--- config.mk ---
export PLATFORM = sky130hd
export DESIGN_NAME = dual_capture_speed_meter_top
export DESIGN_NICKNAME = d
export VERILOG_FILES = /design/src/hdl/dcsm_pkg.sv /design/src/hdl/dcsm_front.sv /design/src/hdl/dcsm_queue.sv /design/src/hdl/dcsm_back.sv /design/src/hdl/dual_capture_speed_meter_top.sv
export VERILOG_INCLUDE_DIRS = /design/src /design/src/hdl
export SDC_FILE = /design/constraint.sdc
export NUM_CORES = 1
export LEC_CHECK = 0
export BUFFER_PORTS_ARGS = -buffer_cell sky130_fd_sc_hd__buf_4
export CAP_MARGIN = 0
export CORE_MARGIN = 5
export CORE_UTILIZATION = 32
export CTS_BUF_LIST = sky130_fd_sc_hd__clkbuf_8
export DETAILED_ROUTE_END_ITERATION = 7
export PLACE_DENSITY = 0.48
export SYNTH_ARGS = -nofsm -noshare
export SYNTH_HDL_FRONTEND = slang
export SYNTH_SLANG_ARGS = --single-unit
export TNS_END_PERCENT = 20
--- constraint.sdc ---
create_clock -name aclk -period 11.7 [get_ports aclk]
set_input_delay 1.755 -clock aclk [delete_from_list [all_inputs] [get_ports aclk]]
set_output_delay 1.755 -clock aclk [all_outputs]
set_load 0.02 [all_outputs]
--- src/hdl/assert_macros.svh ---
`ifndef ASSERT_MACROS_SVH
`define ASSERT_MACROS_SVH

// Checked only while the block is out of reset.
`define DCSM_ASSERT(label, clk, rstn, prop) \
    label: assert property (@(posedge clk) disable iff (!rstn) prop) \
        else $error("dcsm assertion failed");

// Checked at every edge, reset cycles included.
`define DCSM_ASSERT_ALWAYS(label, clk, prop) \
    label: assert property (@(posedge clk) prop) \
        else $error("dcsm assertion failed");

`endif

--- src/hdl/dcsm_pkg.sv ---
`default_nettype none

package dcsm_pkg;

    localparam int COUNTER_BITS = 16;

    localparam int CAP_W     = 16;
    localparam int OVF_W     = 16;
    localparam int ELAPSED_W = 32;
    localparam int NUM_W     = 32;
    localparam int SPEED_W   = 32;

    localparam int IN_DATA_W  = 16;
    localparam int IN_USER_W  = 2;
    localparam int OUT_DATA_W = 64;
    localparam int OUT_USER_W = 2;

    localparam int APB_ADDR_W = 3;
    localparam int APB_DATA_W = 32;

    localparam logic [CAP_W-1:0] CAP_MASK = (COUNTER_BITS >= CAP_W) ? {CAP_W{1'b1}} :
        CAP_W'((64'd1 << COUNTER_BITS) - 64'd1);
    localparam logic [OVF_W-1:0] OVF_MAX = {OVF_W{1'b1}};

    localparam logic [NUM_W-1:0] NUM_A_RESET = NUM_W'(612837);
    localparam logic [NUM_W-1:0] NUM_B_RESET = NUM_W'(306418);

    localparam logic FUNC_CAPTURE  = 1'b0;
    localparam logic FUNC_OVERFLOW = 1'b1;

    localparam logic REG_NUM_A = 1'b0;
    localparam logic REG_NUM_B = 1'b1;

    // The queue depth must be a power of two so that the pointers wrap freely.
    localparam int QUEUE_DEPTH = 2;
    localparam int QPTR_W      = (QUEUE_DEPTH > 1) ? $clog2(QUEUE_DEPTH) : 1;
    localparam int QCNT_W      = $clog2(QUEUE_DEPTH + 1);

    localparam int DIV_STEPS = SPEED_W;
    localparam int STEP_W    = $clog2(DIV_STEPS);

    typedef struct packed {
        logic                 channel;
        logic [ELAPSED_W-1:0] elapsed;
        logic [NUM_W-1:0]     numerator;
    } entry_t;

    typedef enum logic [1:0] {
        BACK_IDLE,
        BACK_DIV,
        BACK_DONE
    } back_state_t;

endpackage

`default_nettype wire

--- src/hdl/dcsm_front.sv ---
`default_nettype none

module dcsm_front (
    input  wire logic                           aclk,
    input  wire logic                           aresetn,
    input  wire logic                           s_tvalid,
    output logic                                s_tready,
    input  wire logic [dcsm_pkg::IN_DATA_W-1:0] s_tdata,  // capture_value
    input  wire logic [dcsm_pkg::IN_USER_W-1:0] s_tuser,  // func, channel
    input  wire logic [dcsm_pkg::NUM_W-1:0]     num_a,
    input  wire logic [dcsm_pkg::NUM_W-1:0]     num_b,
    input  wire logic                           q_full,
    output logic                                q_push,
    output dcsm_pkg::entry_t                    q_entry
);
    import dcsm_pkg::*;

    logic [CAP_W-1:0] last_reg [2];
    logic [CAP_W-1:0] last_next [2];
    logic [OVF_W-1:0] ovf_reg [2];
    logic [OVF_W-1:0] ovf_next [2];

    logic             accept;
    logic             func;
    logic             ch;
    logic [CAP_W-1:0] new_val;
    logic [CAP_W-1:0] old_val;
    logic [OVF_W-1:0] ovf_sel;

    assign s_tready = !q_full;
    assign accept   = s_tvalid && s_tready;
    assign func     = s_tuser[0];
    assign ch       = s_tuser[1];
    assign new_val  = s_tdata[CAP_W-1:0] & CAP_MASK;
    assign old_val  = last_reg[ch] & CAP_MASK;
    assign ovf_sel  = ovf_reg[ch];

    assign q_push            = accept && (func == FUNC_CAPTURE);
    assign q_entry.channel   = ch;
    assign q_entry.elapsed   = (ELAPSED_W'(ovf_sel) << COUNTER_BITS)
                             + ELAPSED_W'(new_val) - ELAPSED_W'(old_val);
    assign q_entry.numerator = (ch == REG_NUM_B) ? num_b : num_a;

    always_comb begin
        for (int i = 0; i < 2; i++) begin
            last_next[i] = last_reg[i];
            ovf_next[i]  = ovf_reg[i];
            if (accept) begin
                if (func == FUNC_OVERFLOW) begin
                    if (ovf_reg[i] != OVF_MAX) begin
                        ovf_next[i] = ovf_reg[i] + OVF_W'(1);
                    end
                end else if (ch == 1'(i)) begin
                    last_next[i] = new_val;
                    ovf_next[i]  = '0;
                end
            end
        end
    end

    always_ff @(posedge aclk) begin
        if (!aresetn) begin
            for (int i = 0; i < 2; i++) begin
                last_reg[i] <= '0;
                ovf_reg[i]  <= '0;
            end
        end else begin
            for (int i = 0; i < 2; i++) begin
                last_reg[i] <= last_next[i];
                ovf_reg[i]  <= ovf_next[i];
            end
        end
    end

endmodule

`default_nettype wire

--- src/hdl/dcsm_queue.sv ---
`default_nettype none

module dcsm_queue (
    input  wire logic             aclk,
    input  wire logic             aresetn,
    input  wire logic             push,
    input  wire dcsm_pkg::entry_t push_entry,
    output logic                  full,
    input  wire logic             pop,
    output dcsm_pkg::entry_t      pop_entry,
    output logic                  empty
);
    import dcsm_pkg::*;

    entry_t              mem_reg [QUEUE_DEPTH];
    logic [QPTR_W-1:0]   wr_ptr_reg;
    logic [QPTR_W-1:0]   wr_ptr_next;
    logic [QPTR_W-1:0]   rd_ptr_reg;
    logic [QPTR_W-1:0]   rd_ptr_next;
    logic [QCNT_W-1:0]   count_reg;
    logic [QCNT_W-1:0]   count_next;
    logic                do_push;
    logic                do_pop;

    assign full      = (count_reg == QCNT_W'(QUEUE_DEPTH));
    assign empty     = (count_reg == '0);
    assign do_push   = push && !full;
    assign do_pop    = pop && !empty;
    assign pop_entry = mem_reg[rd_ptr_reg];

    always_comb begin
        wr_ptr_next = do_push ? wr_ptr_reg + QPTR_W'(1) : wr_ptr_reg;
        rd_ptr_next = do_pop ? rd_ptr_reg + QPTR_W'(1) : rd_ptr_reg;
        count_next  = count_reg;
        if (do_push && !do_pop) begin
            count_next = count_reg + QCNT_W'(1);
        end else if (do_pop && !do_push) begin
            count_next = count_reg - QCNT_W'(1);
        end
    end

    always_ff @(posedge aclk) begin
        if (!aresetn) begin
            wr_ptr_reg <= '0;
            rd_ptr_reg <= '0;
            count_reg  <= '0;
        end else begin
            wr_ptr_reg <= wr_ptr_next;
            rd_ptr_reg <= rd_ptr_next;
            count_reg  <= count_next;
        end
    end

    always_ff @(posedge aclk) begin
        if (do_push) begin
            mem_reg[wr_ptr_reg] <= push_entry;
        end
    end

endmodule

`default_nettype wire

--- src/hdl/dcsm_back.sv ---
`default_nettype none

module dcsm_back (
    input  wire logic                            aclk,
    input  wire logic                            aresetn,
    input  wire logic                            q_empty,
    input  wire dcsm_pkg::entry_t                q_entry,
    output logic                                 q_pop,
    output logic                                 m_tvalid,
    input  wire logic                            m_tready,
    output logic [dcsm_pkg::OUT_DATA_W-1:0]      m_tdata,  // elapsed_ticks, speed
    output logic [dcsm_pkg::OUT_USER_W-1:0]      m_tuser   // out_channel, zero_interval
);
    import dcsm_pkg::*;

    back_state_t          state_reg;
    back_state_t          state_next;
    logic [STEP_W-1:0]    step_reg;
    logic [STEP_W-1:0]    step_next;
    logic                 ch_reg;
    logic                 ch_next;
    logic [ELAPSED_W-1:0] dvs_reg;
    logic [ELAPSED_W-1:0] dvs_next;
    logic [NUM_W-1:0]     dvd_reg;
    logic [NUM_W-1:0]     dvd_next;
    logic [ELAPSED_W-1:0] rem_reg;
    logic [ELAPSED_W-1:0] rem_next;

    logic                 out_valid_reg;
    logic                 out_valid_next;
    logic                 out_load;
    logic                 out_ch_reg;
    logic                 out_zero_reg;
    logic [ELAPSED_W-1:0] out_elapsed_reg;
    logic [SPEED_W-1:0]   out_speed_reg;

    logic [ELAPSED_W:0]   rem_sh;
    logic [ELAPSED_W:0]   diff;
    logic                 q_bit;
    logic                 zero_flag;

    assign rem_sh    = {rem_reg, dvd_reg[NUM_W-1]};
    assign diff      = rem_sh - {1'b0, dvs_reg};
    assign q_bit     = !diff[ELAPSED_W];
    assign zero_flag = (dvs_reg == '0);

    always_comb begin
        state_next     = state_reg;
        step_next      = step_reg;
        ch_next        = ch_reg;
        dvs_next       = dvs_reg;
        dvd_next       = dvd_reg;
        rem_next       = rem_reg;
        q_pop          = 1'b0;
        out_load       = 1'b0;
        out_valid_next = out_valid_reg && !m_tready;
        unique case (state_reg)
            BACK_IDLE: begin
                if (!q_empty) begin
                    q_pop      = 1'b1;
                    ch_next    = q_entry.channel;
                    dvs_next   = q_entry.elapsed;
                    dvd_next   = q_entry.numerator;
                    rem_next   = '0;
                    step_next  = '0;
                    state_next = BACK_DIV;
                end
            end
            BACK_DIV: begin
                rem_next  = q_bit ? diff[ELAPSED_W-1:0] : rem_sh[ELAPSED_W-1:0];
                dvd_next  = {dvd_reg[NUM_W-2:0], q_bit};
                step_next = step_reg + STEP_W'(1);
                if (step_reg == STEP_W'(DIV_STEPS - 1)) begin
                    state_next = BACK_DONE;
                end
            end
            BACK_DONE: begin
                if (!out_valid_reg || m_tready) begin
                    out_load       = 1'b1;
                    out_valid_next = 1'b1;
                    state_next     = BACK_IDLE;
                end
            end
            default: begin
                state_next = BACK_IDLE;
            end
        endcase
    end

    always_ff @(posedge aclk) begin
        if (!aresetn) begin
            state_reg     <= BACK_IDLE;
            out_valid_reg <= 1'b0;
        end else begin
            state_reg     <= state_next;
            out_valid_reg <= out_valid_next;
        end
    end

    always_ff @(posedge aclk) begin
        step_reg <= step_next;
        ch_reg   <= ch_next;
        dvs_reg  <= dvs_next;
        dvd_reg  <= dvd_next;
        rem_reg  <= rem_next;
        if (out_load) begin
            out_ch_reg      <= ch_reg;
            out_zero_reg    <= zero_flag;
            out_elapsed_reg <= dvs_reg;
            out_speed_reg   <= zero_flag ? {SPEED_W{1'b1}} : dvd_reg;
        end
    end

    assign m_tvalid = out_valid_reg;
    assign m_tdata  = {out_speed_reg, out_elapsed_reg};
    assign m_tuser  = {out_zero_reg, out_ch_reg};

endmodule

`default_nettype wire

--- src/hdl/dual_capture_speed_meter_top.sv ---
// Two-channel wheel speed meter on a free-running 16-bit timer.
// Input stream: s_tdata carries the captured timer count, s_tuser[0] the kind
// of item (capture or timer overflow) and s_tuser[1] the capturing channel.
// An overflow item bumps both channels' saturating overflow counts in the
// cycle it is taken and gives no result. A capture item gives one result on
// the output stream: m_tdata holds the elapsed ticks (low word) and the
// Q16.16 speed (high word), m_tuser holds the channel and the zero-interval
// flag. The speed comes from a shared radix-2 divider. The back end loads
// a capture from the queue, runs the division and then hands the result to
// the output register; it takes the next capture only after that hand-off.
// A two-entry queue between the front and the divider absorbs bursts;
// the input stalls only when it is full.
// A finished result waits in the output register while the divider works on
// the next capture; a stalled receiver holds the divider once it is done.
// Reset (aresetn low, synchronous) clears the stored captures, the overflow
// counts, the queue and the output, and restores the speed numerators, which
// are written over the APB port at byte addresses 0 and 4.
`default_nettype none

`include "assert_macros.svh"

module dual_capture_speed_meter_top (
    input  wire logic                            aclk,
    input  wire logic                            aresetn,
    input  wire logic                            s_tvalid,
    output logic                                 s_tready,
    input  wire logic [dcsm_pkg::IN_DATA_W-1:0]  s_tdata,  // capture_value
    input  wire logic [dcsm_pkg::IN_USER_W-1:0]  s_tuser,  // func, channel
    output logic                                 m_tvalid,
    input  wire logic                            m_tready,
    output logic [dcsm_pkg::OUT_DATA_W-1:0]      m_tdata,  // elapsed_ticks, speed
    output logic [dcsm_pkg::OUT_USER_W-1:0]      m_tuser,  // out_channel, zero_interval
    input  wire logic                            psel,
    input  wire logic                            penable,
    input  wire logic                            pwrite,
    input  wire logic [dcsm_pkg::APB_ADDR_W-1:0] paddr,
    input  wire logic [dcsm_pkg::APB_DATA_W-1:0] pwdata,
    output logic [dcsm_pkg::APB_DATA_W-1:0]      prdata,
    output logic                                 pready
);
    import dcsm_pkg::*;

    logic [NUM_W-1:0] num_a_reg;
    logic [NUM_W-1:0] num_b_reg;
    logic             cfg_we;
    logic             cfg_sel;

    logic             q_push;
    logic             q_pop;
    logic             q_full;
    logic             q_empty;
    entry_t           push_entry;
    entry_t           pop_entry;

    assign pready  = 1'b1;
    assign cfg_we  = psel && penable && pwrite && pready;
    assign cfg_sel = paddr[APB_ADDR_W-1];

    always_ff @(posedge aclk) begin
        if (!aresetn) begin
            num_a_reg <= NUM_A_RESET;
            num_b_reg <= NUM_B_RESET;
        end else if (cfg_we) begin
            unique case (cfg_sel)
                REG_NUM_A: num_a_reg <= pwdata[NUM_W-1:0];
                REG_NUM_B: num_b_reg <= pwdata[NUM_W-1:0];
                default: begin
                end
            endcase
        end
    end

    always_comb begin
        unique case (cfg_sel)
            REG_NUM_A: prdata = APB_DATA_W'(num_a_reg);
            REG_NUM_B: prdata = APB_DATA_W'(num_b_reg);
            default:   prdata = '0;
        endcase
    end

    dcsm_front u_front (
        .aclk     (aclk),
        .aresetn  (aresetn),
        .s_tvalid (s_tvalid),
        .s_tready (s_tready),
        .s_tdata  (s_tdata),
        .s_tuser  (s_tuser),
        .num_a    (num_a_reg),
        .num_b    (num_b_reg),
        .q_full   (q_full),
        .q_push   (q_push),
        .q_entry  (push_entry)
    );

    dcsm_queue u_queue (
        .aclk       (aclk),
        .aresetn    (aresetn),
        .push       (q_push),
        .push_entry (push_entry),
        .full       (q_full),
        .pop        (q_pop),
        .pop_entry  (pop_entry),
        .empty      (q_empty)
    );

    dcsm_back u_back (
        .aclk     (aclk),
        .aresetn  (aresetn),
        .q_empty  (q_empty),
        .q_entry  (pop_entry),
        .q_pop    (q_pop),
        .m_tvalid (m_tvalid),
        .m_tready (m_tready),
        .m_tdata  (m_tdata),
        .m_tuser  (m_tuser)
    );

    `DCSM_ASSERT_ALWAYS(a_reset_clears_out, aclk, !aresetn |=> !m_tvalid && s_tready)
    `DCSM_ASSERT(a_overflow_no_push, aclk, aresetn, s_tvalid && s_tready && (s_tuser[0] == FUNC_OVERFLOW) |-> !q_push)
    `DCSM_ASSERT(a_pop_not_empty, aclk, aresetn, q_pop |-> !q_empty)
    `DCSM_ASSERT(a_full_stalls, aclk, aresetn, q_full && !q_pop |=> !s_tready)

endmodule

`default_nettype wire
==> results of run 1 <==
## synth_stat cells, drive strengths merged (7+ instances only)
master / count / area, um2
a21boi: 50 / 375
nand4: 16 / 100
nand2b: 16 / 100
edfxtp: 330 / 9910
mux2i: 88 / 881
o21ai: 59 / 295
or2: 34 / 213
a211oi: 7 / 52.6
a31oi: 9 / 71.3
xor2: 44 / 385
nor4: 13 / 81.3
clkbuf: 67 / 251
buf: 18 / 96.3
nor2: 109 / 409
o21a: 12 / 90.1
nand2: 215 / 810
a21oi: 47 / 239
a21o: 27 / 203
ha: 53 / 663
and3: 33 / 206
inv: 48 / 180
dfxtp: 104 / 2080
mux2: 99 / 1110
xnor2: 41 / 359
nand3: 46 / 230
nor3: 18 / 90.1
nor2b: 17 / 106
and2: 15 / 93.8
## path summary, 6_finish.rpt
path,from,end,slack [ns]
worst min register to register,num_b_reg[30],num_b_reg[30],0.47
worst max register to register,u_back.dvs_reg[0],u_back.rem_reg[22],7.74
worst max-delay path,s_tuser[1],u_queue.mem_reg[1][58],6.88
worst min-delay path,num_b_reg[30],num_b_reg[30],0.47
## report_power, final
part | total (W) | switching [W] | leakage, nW | internal, W
logic | 0.00185 | 0.00108 | 4.26 | 0.000763
clock network | 0.00137 | 0.000641 | 0.883 | 0.000732
registers | 0.00227 | 0.000193 | 3.96 | 0.00208
## final cells by class
| cell class | count | area [um2] | area share |
|---|---|---|---|
| flip-flops and latches | 434 | 12000 | 0.506 |
| multi-input cells | 1119 | 7680 | 0.324 |
| repair buffers | 172 | 1290 | 0.0544 |
| clock buffers | 87 | 1200 | 0.0505 |
| well taps | 846 | 1060 | 0.0446 |
| clock inverters | 59 | 314 | 0.0132 |
| inverters | 48 | 180 | 0.00759 |
| diodes | 1 | 2.50 | 0.000105 |
## per-layer routing
| metal | routed length [um] | up-vias | part of all wire |
|---|---|---|---|
| met4 | 1270 | 0 | 0.026 |
| met2 | 22000 | 265 | 0.45 |
| li1 | - | 6418 | - |
| met1 | 23900 | 6246 | 0.48 |
| met5 | 0 | - | 0 |
| met3 | 2180 | 84 | 0.044 |
## metrics by stage
step	util	cell area (um2)
after global routing	0.378	23700
final	0.378	23700
after detailed placement	0.354	22200
after CTS	0.378	23700
after floorplan	-	20100
after global placement	0.354	22200
## cell families (layout without fill, tap and decap cells)
family	after synthesis	count (layout)	synth area share
DFF	434	434	0.596
adders and majority gates	55	55	0.0349
buffers and inverters	133	366	0.0262
and+or+nand+nor	543	543	0.125
other	1	2	0.000186
muxes	187	187	0.0991
xor gates and xnor gates	85	85	0.0370
AOI/OAI and AO/OA	248	248	0.0815
## worst register-to-register path, cell delays in order, from the launching register on
cell and delay, ns:
edfxtp_1 0.49, ha_1 0.26, fa_1 0.40, nand2b_1 0.19, a21o_1 0.20, a21o_1 0.20, a31oi_4 0.23, a21oi_2 0.13
o41ai_2 0.56, xor2_4 0.16, buf_4 0.50, mux2i_1 0.33, nor2_1 0.06
==> out/qor.yml, run 1 <==
status: "complete, no violations"
final_common_cell: "edfxtp_1"
syn_nets: 1801
cts_buffer_depth: 3
gp_congestion: 0.785
synthesis.area_um2: 20100
firstDrtPassIters: 5
fillerInstances: 6081
finalHoldViolCount: 0
peakVddDrop_v: 0.000160
final_cell_mix: "edfxtp_1 (330), nand2_1 (213), buf_4 (172), nor2_1 (105), dfxtp_1 (103)"
ys_warn_count: 0
root_buffer: "clkbuf_8"
whs_path_depth: 2
slowest_stage: "or4b_1"
htreeDepth: 3
startpoint_type: "input port"
busiest_layer: "met2"
crit_cells: 12
ys_types: 64
die_h_um: 261
start_util: 0.321
cp_top_family: "simple AND/OR/NAND/NOR gates"
path_common_cell: "a21boi_1"
die_x_um: 261
viasPerCell: 4.70
cp_num_buf_inv: 1
drtAntennaViolNets: 0
largest_register_ffs: 130
syn-instance-count: 1686
setup_viol: 0
setup_ws_ns: 6.88
fin_setup_tns_ns: 0
grt.met3_usage: 0.0284
worstPathArrival_ns: 5.20
rsz0062_at_grt: "false"
synthFlopType: "edfxtp_1"
critPathMaxFanout: 37
drive_gt1_frac: 0.224
post_cts_resized: 0
dieArea_um2: 68000
path_clk_slew_ns: 0.06
period_minus_slack_ns: 4.82
cp_cell_sequence: "buf_4, mux2i_1, ha_1, nor2b_1, o21ai_1, a21boi_1, or4_1, a21boi_1, a311o_1, nand2_2, or4b_1, xor2_1"
overflow: 0
dpl_worst_slack_ns: 6.20
drv_slew: 0
hold_slack_ns: 0.473
slowest_delay_ns: 0.53
place_inst: 2619
required_ns: 12.08
io_buffers: 157
drt_iter0_drc: 736
clkSinkCount: 434
core_um2: 62700
wl_um: 49400
syn_avg_cell_area_um2: 11.9
antenna_found_initial: 1
holdCritPathClass: "reg2reg"
min_period_over_period: 0.412
dp_hpwl_um: 33100
drc: 0
ys_seq_area_frac: 0.596
fin_cells: 2766
grt_pass1_wl_um: 76000
cts_made_buffers: 79
max-cap-violations: 0
rr_worst_depth: 12
cts_hold_buf: 0
max_freq_ghz: 0.208
synth_edf_count: 330
met2_usage: 0.217
grt_pass1_vias: 13100
cts_tree: "done"
vias: 13000
final_net_count: 1969
pin_count: 161
maxSlewHeadroom: 0.351
grt_use_total: 0.143
ys_ff_latch: 434
grtUsageMet1: 0.205
p_per_area_nw_per_um2: 231
async_flop_share: 0
routedWlPerCell_um: 17.8
end_kind: "flip-flop"
skew_ns: 0.0344
power_leakage_nw: 9.10
clk_latency_ns: 0.65
cts_setup_buffers: 0
p_total_w: 0.00549
rows: 92
worst_pin_slew_ns: 0.973
area_delta_synth_final_pct: 17.8
grt_start_max_net_pins: 77
criticalPathCategory: "in2reg"
No activity file was read; power rests on OpenSTA's default activity.
==> inputs of run 2 (changes only) <==
- clock period: 11.7 -> 4.7 ns (I/O delays scaled with it)
==> run 2 against run 1 <==
Design area about the same. Clock power rose by 140%. Clock skew is 0.0040 ns higher. Worst setup slack worse by 5.8 ns. Sequential cell count unchanged. Largest cell class unchanged. Highest routed layer unchanged. Die area unchanged. Non-clock buffer count grew 2.
==> out/qor.yml, run 2 (synthesized netlist as in run 1, its figures left out) <==
holdCritPathClass: "in2reg"
rows: 92  # unchanged
hold_slack_ns: 0.277  # -0.196 ns
cts_made_buffers: 78  # -1.3%
largest_register_ffs: 130  # unchanged
max_freq_ghz: 0.274
pin_count: 161  # unchanged
fillerInstances: 6121  # +0.66%
crit_cells: 12  # unchanged
slowest_stage: "o41ai_2"
area_delta_synth_final_pct: 17.8  # about the same
antenna_found_initial: 2  # +1
p_per_area_nw_per_um2: 575  # +150%
maxSlewHeadroom: 0.286  # -0.0653
dieArea_um2: 68000  # unchanged
setup_ws_ns: 1.05  # -5.83 ns
clkSinkCount: 434  # unchanged
firstDrtPassIters: 5  # unchanged
cts_tree: "done"
viasPerCell: 4.68  # -0.43%
root_buffer: "clkbuf_8"
cp_num_buf_inv: 1  # unchanged
whs_path_depth: 3  # +1
rsz0062_at_grt: "false"
gp_congestion: 0.829  # +5.6%
critPathMaxFanout: 40  # +8.1%
fin_setup_tns_ns: 0  # unchanged
end_kind: "flip-flop"
design_area_um2: 23700  # about the same
path_clk_slew_ns: 0.06  # about the same
status: "complete, no violations"
core_um2: 62700  # unchanged
finalHoldViolCount: 0  # unchanged
rr_worst_depth: 12  # unchanged
grt_pass1_wl_um: 75700  # -0.35%
min_period_over_period: 0.776
final_common_cell: "edfxtp_1"
wl_um: 49400  # about the same
max-cap-violations: 0  # unchanged
cts_hold_buf: 0  # unchanged
power_leakage_nw: 9.08  # -0.32%
die_h_um: 261  # unchanged
dpl_worst_slack_ns: 0.679  # -5.53 ns
final_net_count: 1970  # +0.051%
worstPathArrival_ns: 4.02  # -1.18 ns
period_minus_slack_ns: 3.65
worst_pin_slew_ns: 1.07  # +0.0968 ns
criticalPathCategory: "reg2reg"
drt_iter0_drc: 668  # -9.2%
cts_buffer_depth: 3  # unchanged
path_common_cell: "a21o_1"
grt_use_total: 0.143  # -0.000922
post_cts_resized: 0  # unchanged
drc: 0  # unchanged
htreeDepth: 3  # unchanged
setup_viol: 0  # unchanged
startpoint_type: "flip-flop"
dp_hpwl_um: 33400  # +1.0%
start_util: 0.321  # unchanged
clk_latency_ns: 0.66  # about the same
slowest_delay_ns: 0.52  # about the same
final_cell_mix: "edfxtp_1 (330), nand2_1 (213), buf_4 (173), nor2_1 (105), dfxtp_1 (103)"
vias: 12900  # -0.65%
io_buffers: 157  # unchanged
grt_pass1_vias: 12900  # -1.2%
routedWlPerCell_um: 17.9  # +0.29%
drtAntennaViolNets: 0  # unchanged
peakVddDrop_v: 0.000402  # +150%
drive_gt1_frac: 0.224  # +0.000818
skew_ns: 0.0385  # +0.00403 ns
die_x_um: 261  # unchanged
drv_slew: 0  # unchanged
dpl_cell_area_um2: 22200  # +0.15%
grt_start_max_net_pins: 73  # -5.2%
cts_setup_buffers: 0  # unchanged
required_ns: 5.07  # -7.01 ns
overflow: 0  # unchanged
cp_top_family: "compound AO/OA/AOI/OAI gates"
cp_cell_sequence: "ha_1, fa_1, nand2b_1, a21o_1, a21o_1, a31oi_4, a21oi_2, o41ai_2, xor2_4, buf_12, mux2i_1, nor2_1"
run 2: final timing paths:
| kind | slack [ns] | startpoint | endpoint |
|---|---|---|---|
| setup / recovery | 1.05 | u_back.dvs_reg[0] | u_back.rem_reg[3] |
| hold / removal | 0.28 | pwdata[1] | num_b_reg[1] |
| setup reg to reg | 1.05 | u_back.dvs_reg[0] | u_back.rem_reg[3] |
| hold reg to reg | 0.47 | num_b_reg[22] | num_b_reg[22] |
run 2: cell type report:
class,count,area [um2],area share
clock buffers,87,1200,0.0505
multi-input cells,1119,7690,0.324
inverters,48,180,0.00760
flip-flops and latches,434,12000,0.506
well taps,846,1060,0.0446
clock inverters,50,265,0.0112
repair buffers,174,1320,0.0556
diodes,2,5.00,0.000211
run 2: where the power goes:
group / total, W / leakage [nW] / internal, W / switching [W]
Sequential: 0.00571 / 3.96 / 0.00516 / 0.000549
Clock: 0.00335 / 0.839 / 0.00180 / 0.00155
Combinational: 0.00456 / 4.28 / 0.00194 / 0.00262
Total: 0.0136 / 9.08 / 0.00890 / 0.00472
run 2: layer usage:
layer | vias to the layer above | GRT usage | part of all wire
li1 | 6414 | - | -
met1 | 6176 | 0.203 | 0.49
met2 | 250 | 0.217 | 0.45
met3 | 89 | 0.0298 | 0.044
met4 | 0 | 0.0480 | 0.024
met5 | - | 0 | 0
run 2: tightest hold or removal path, cell delays in order:
cell     delay [ns]
buf_4          0.09
nand2_1        0.04
nand3_1        0.06
run 2: per-stage QoR:
step,power [W],instances,utilization
after floorplan,0.00910,1686,-
final,0.0136,2760,0.378
after global routing,0.0146,2760,0.378
after global placement,0.0103,2621,0.355
after CTS,0.0138,2758,0.378
after detailed placement,0.0104,2621,0.355
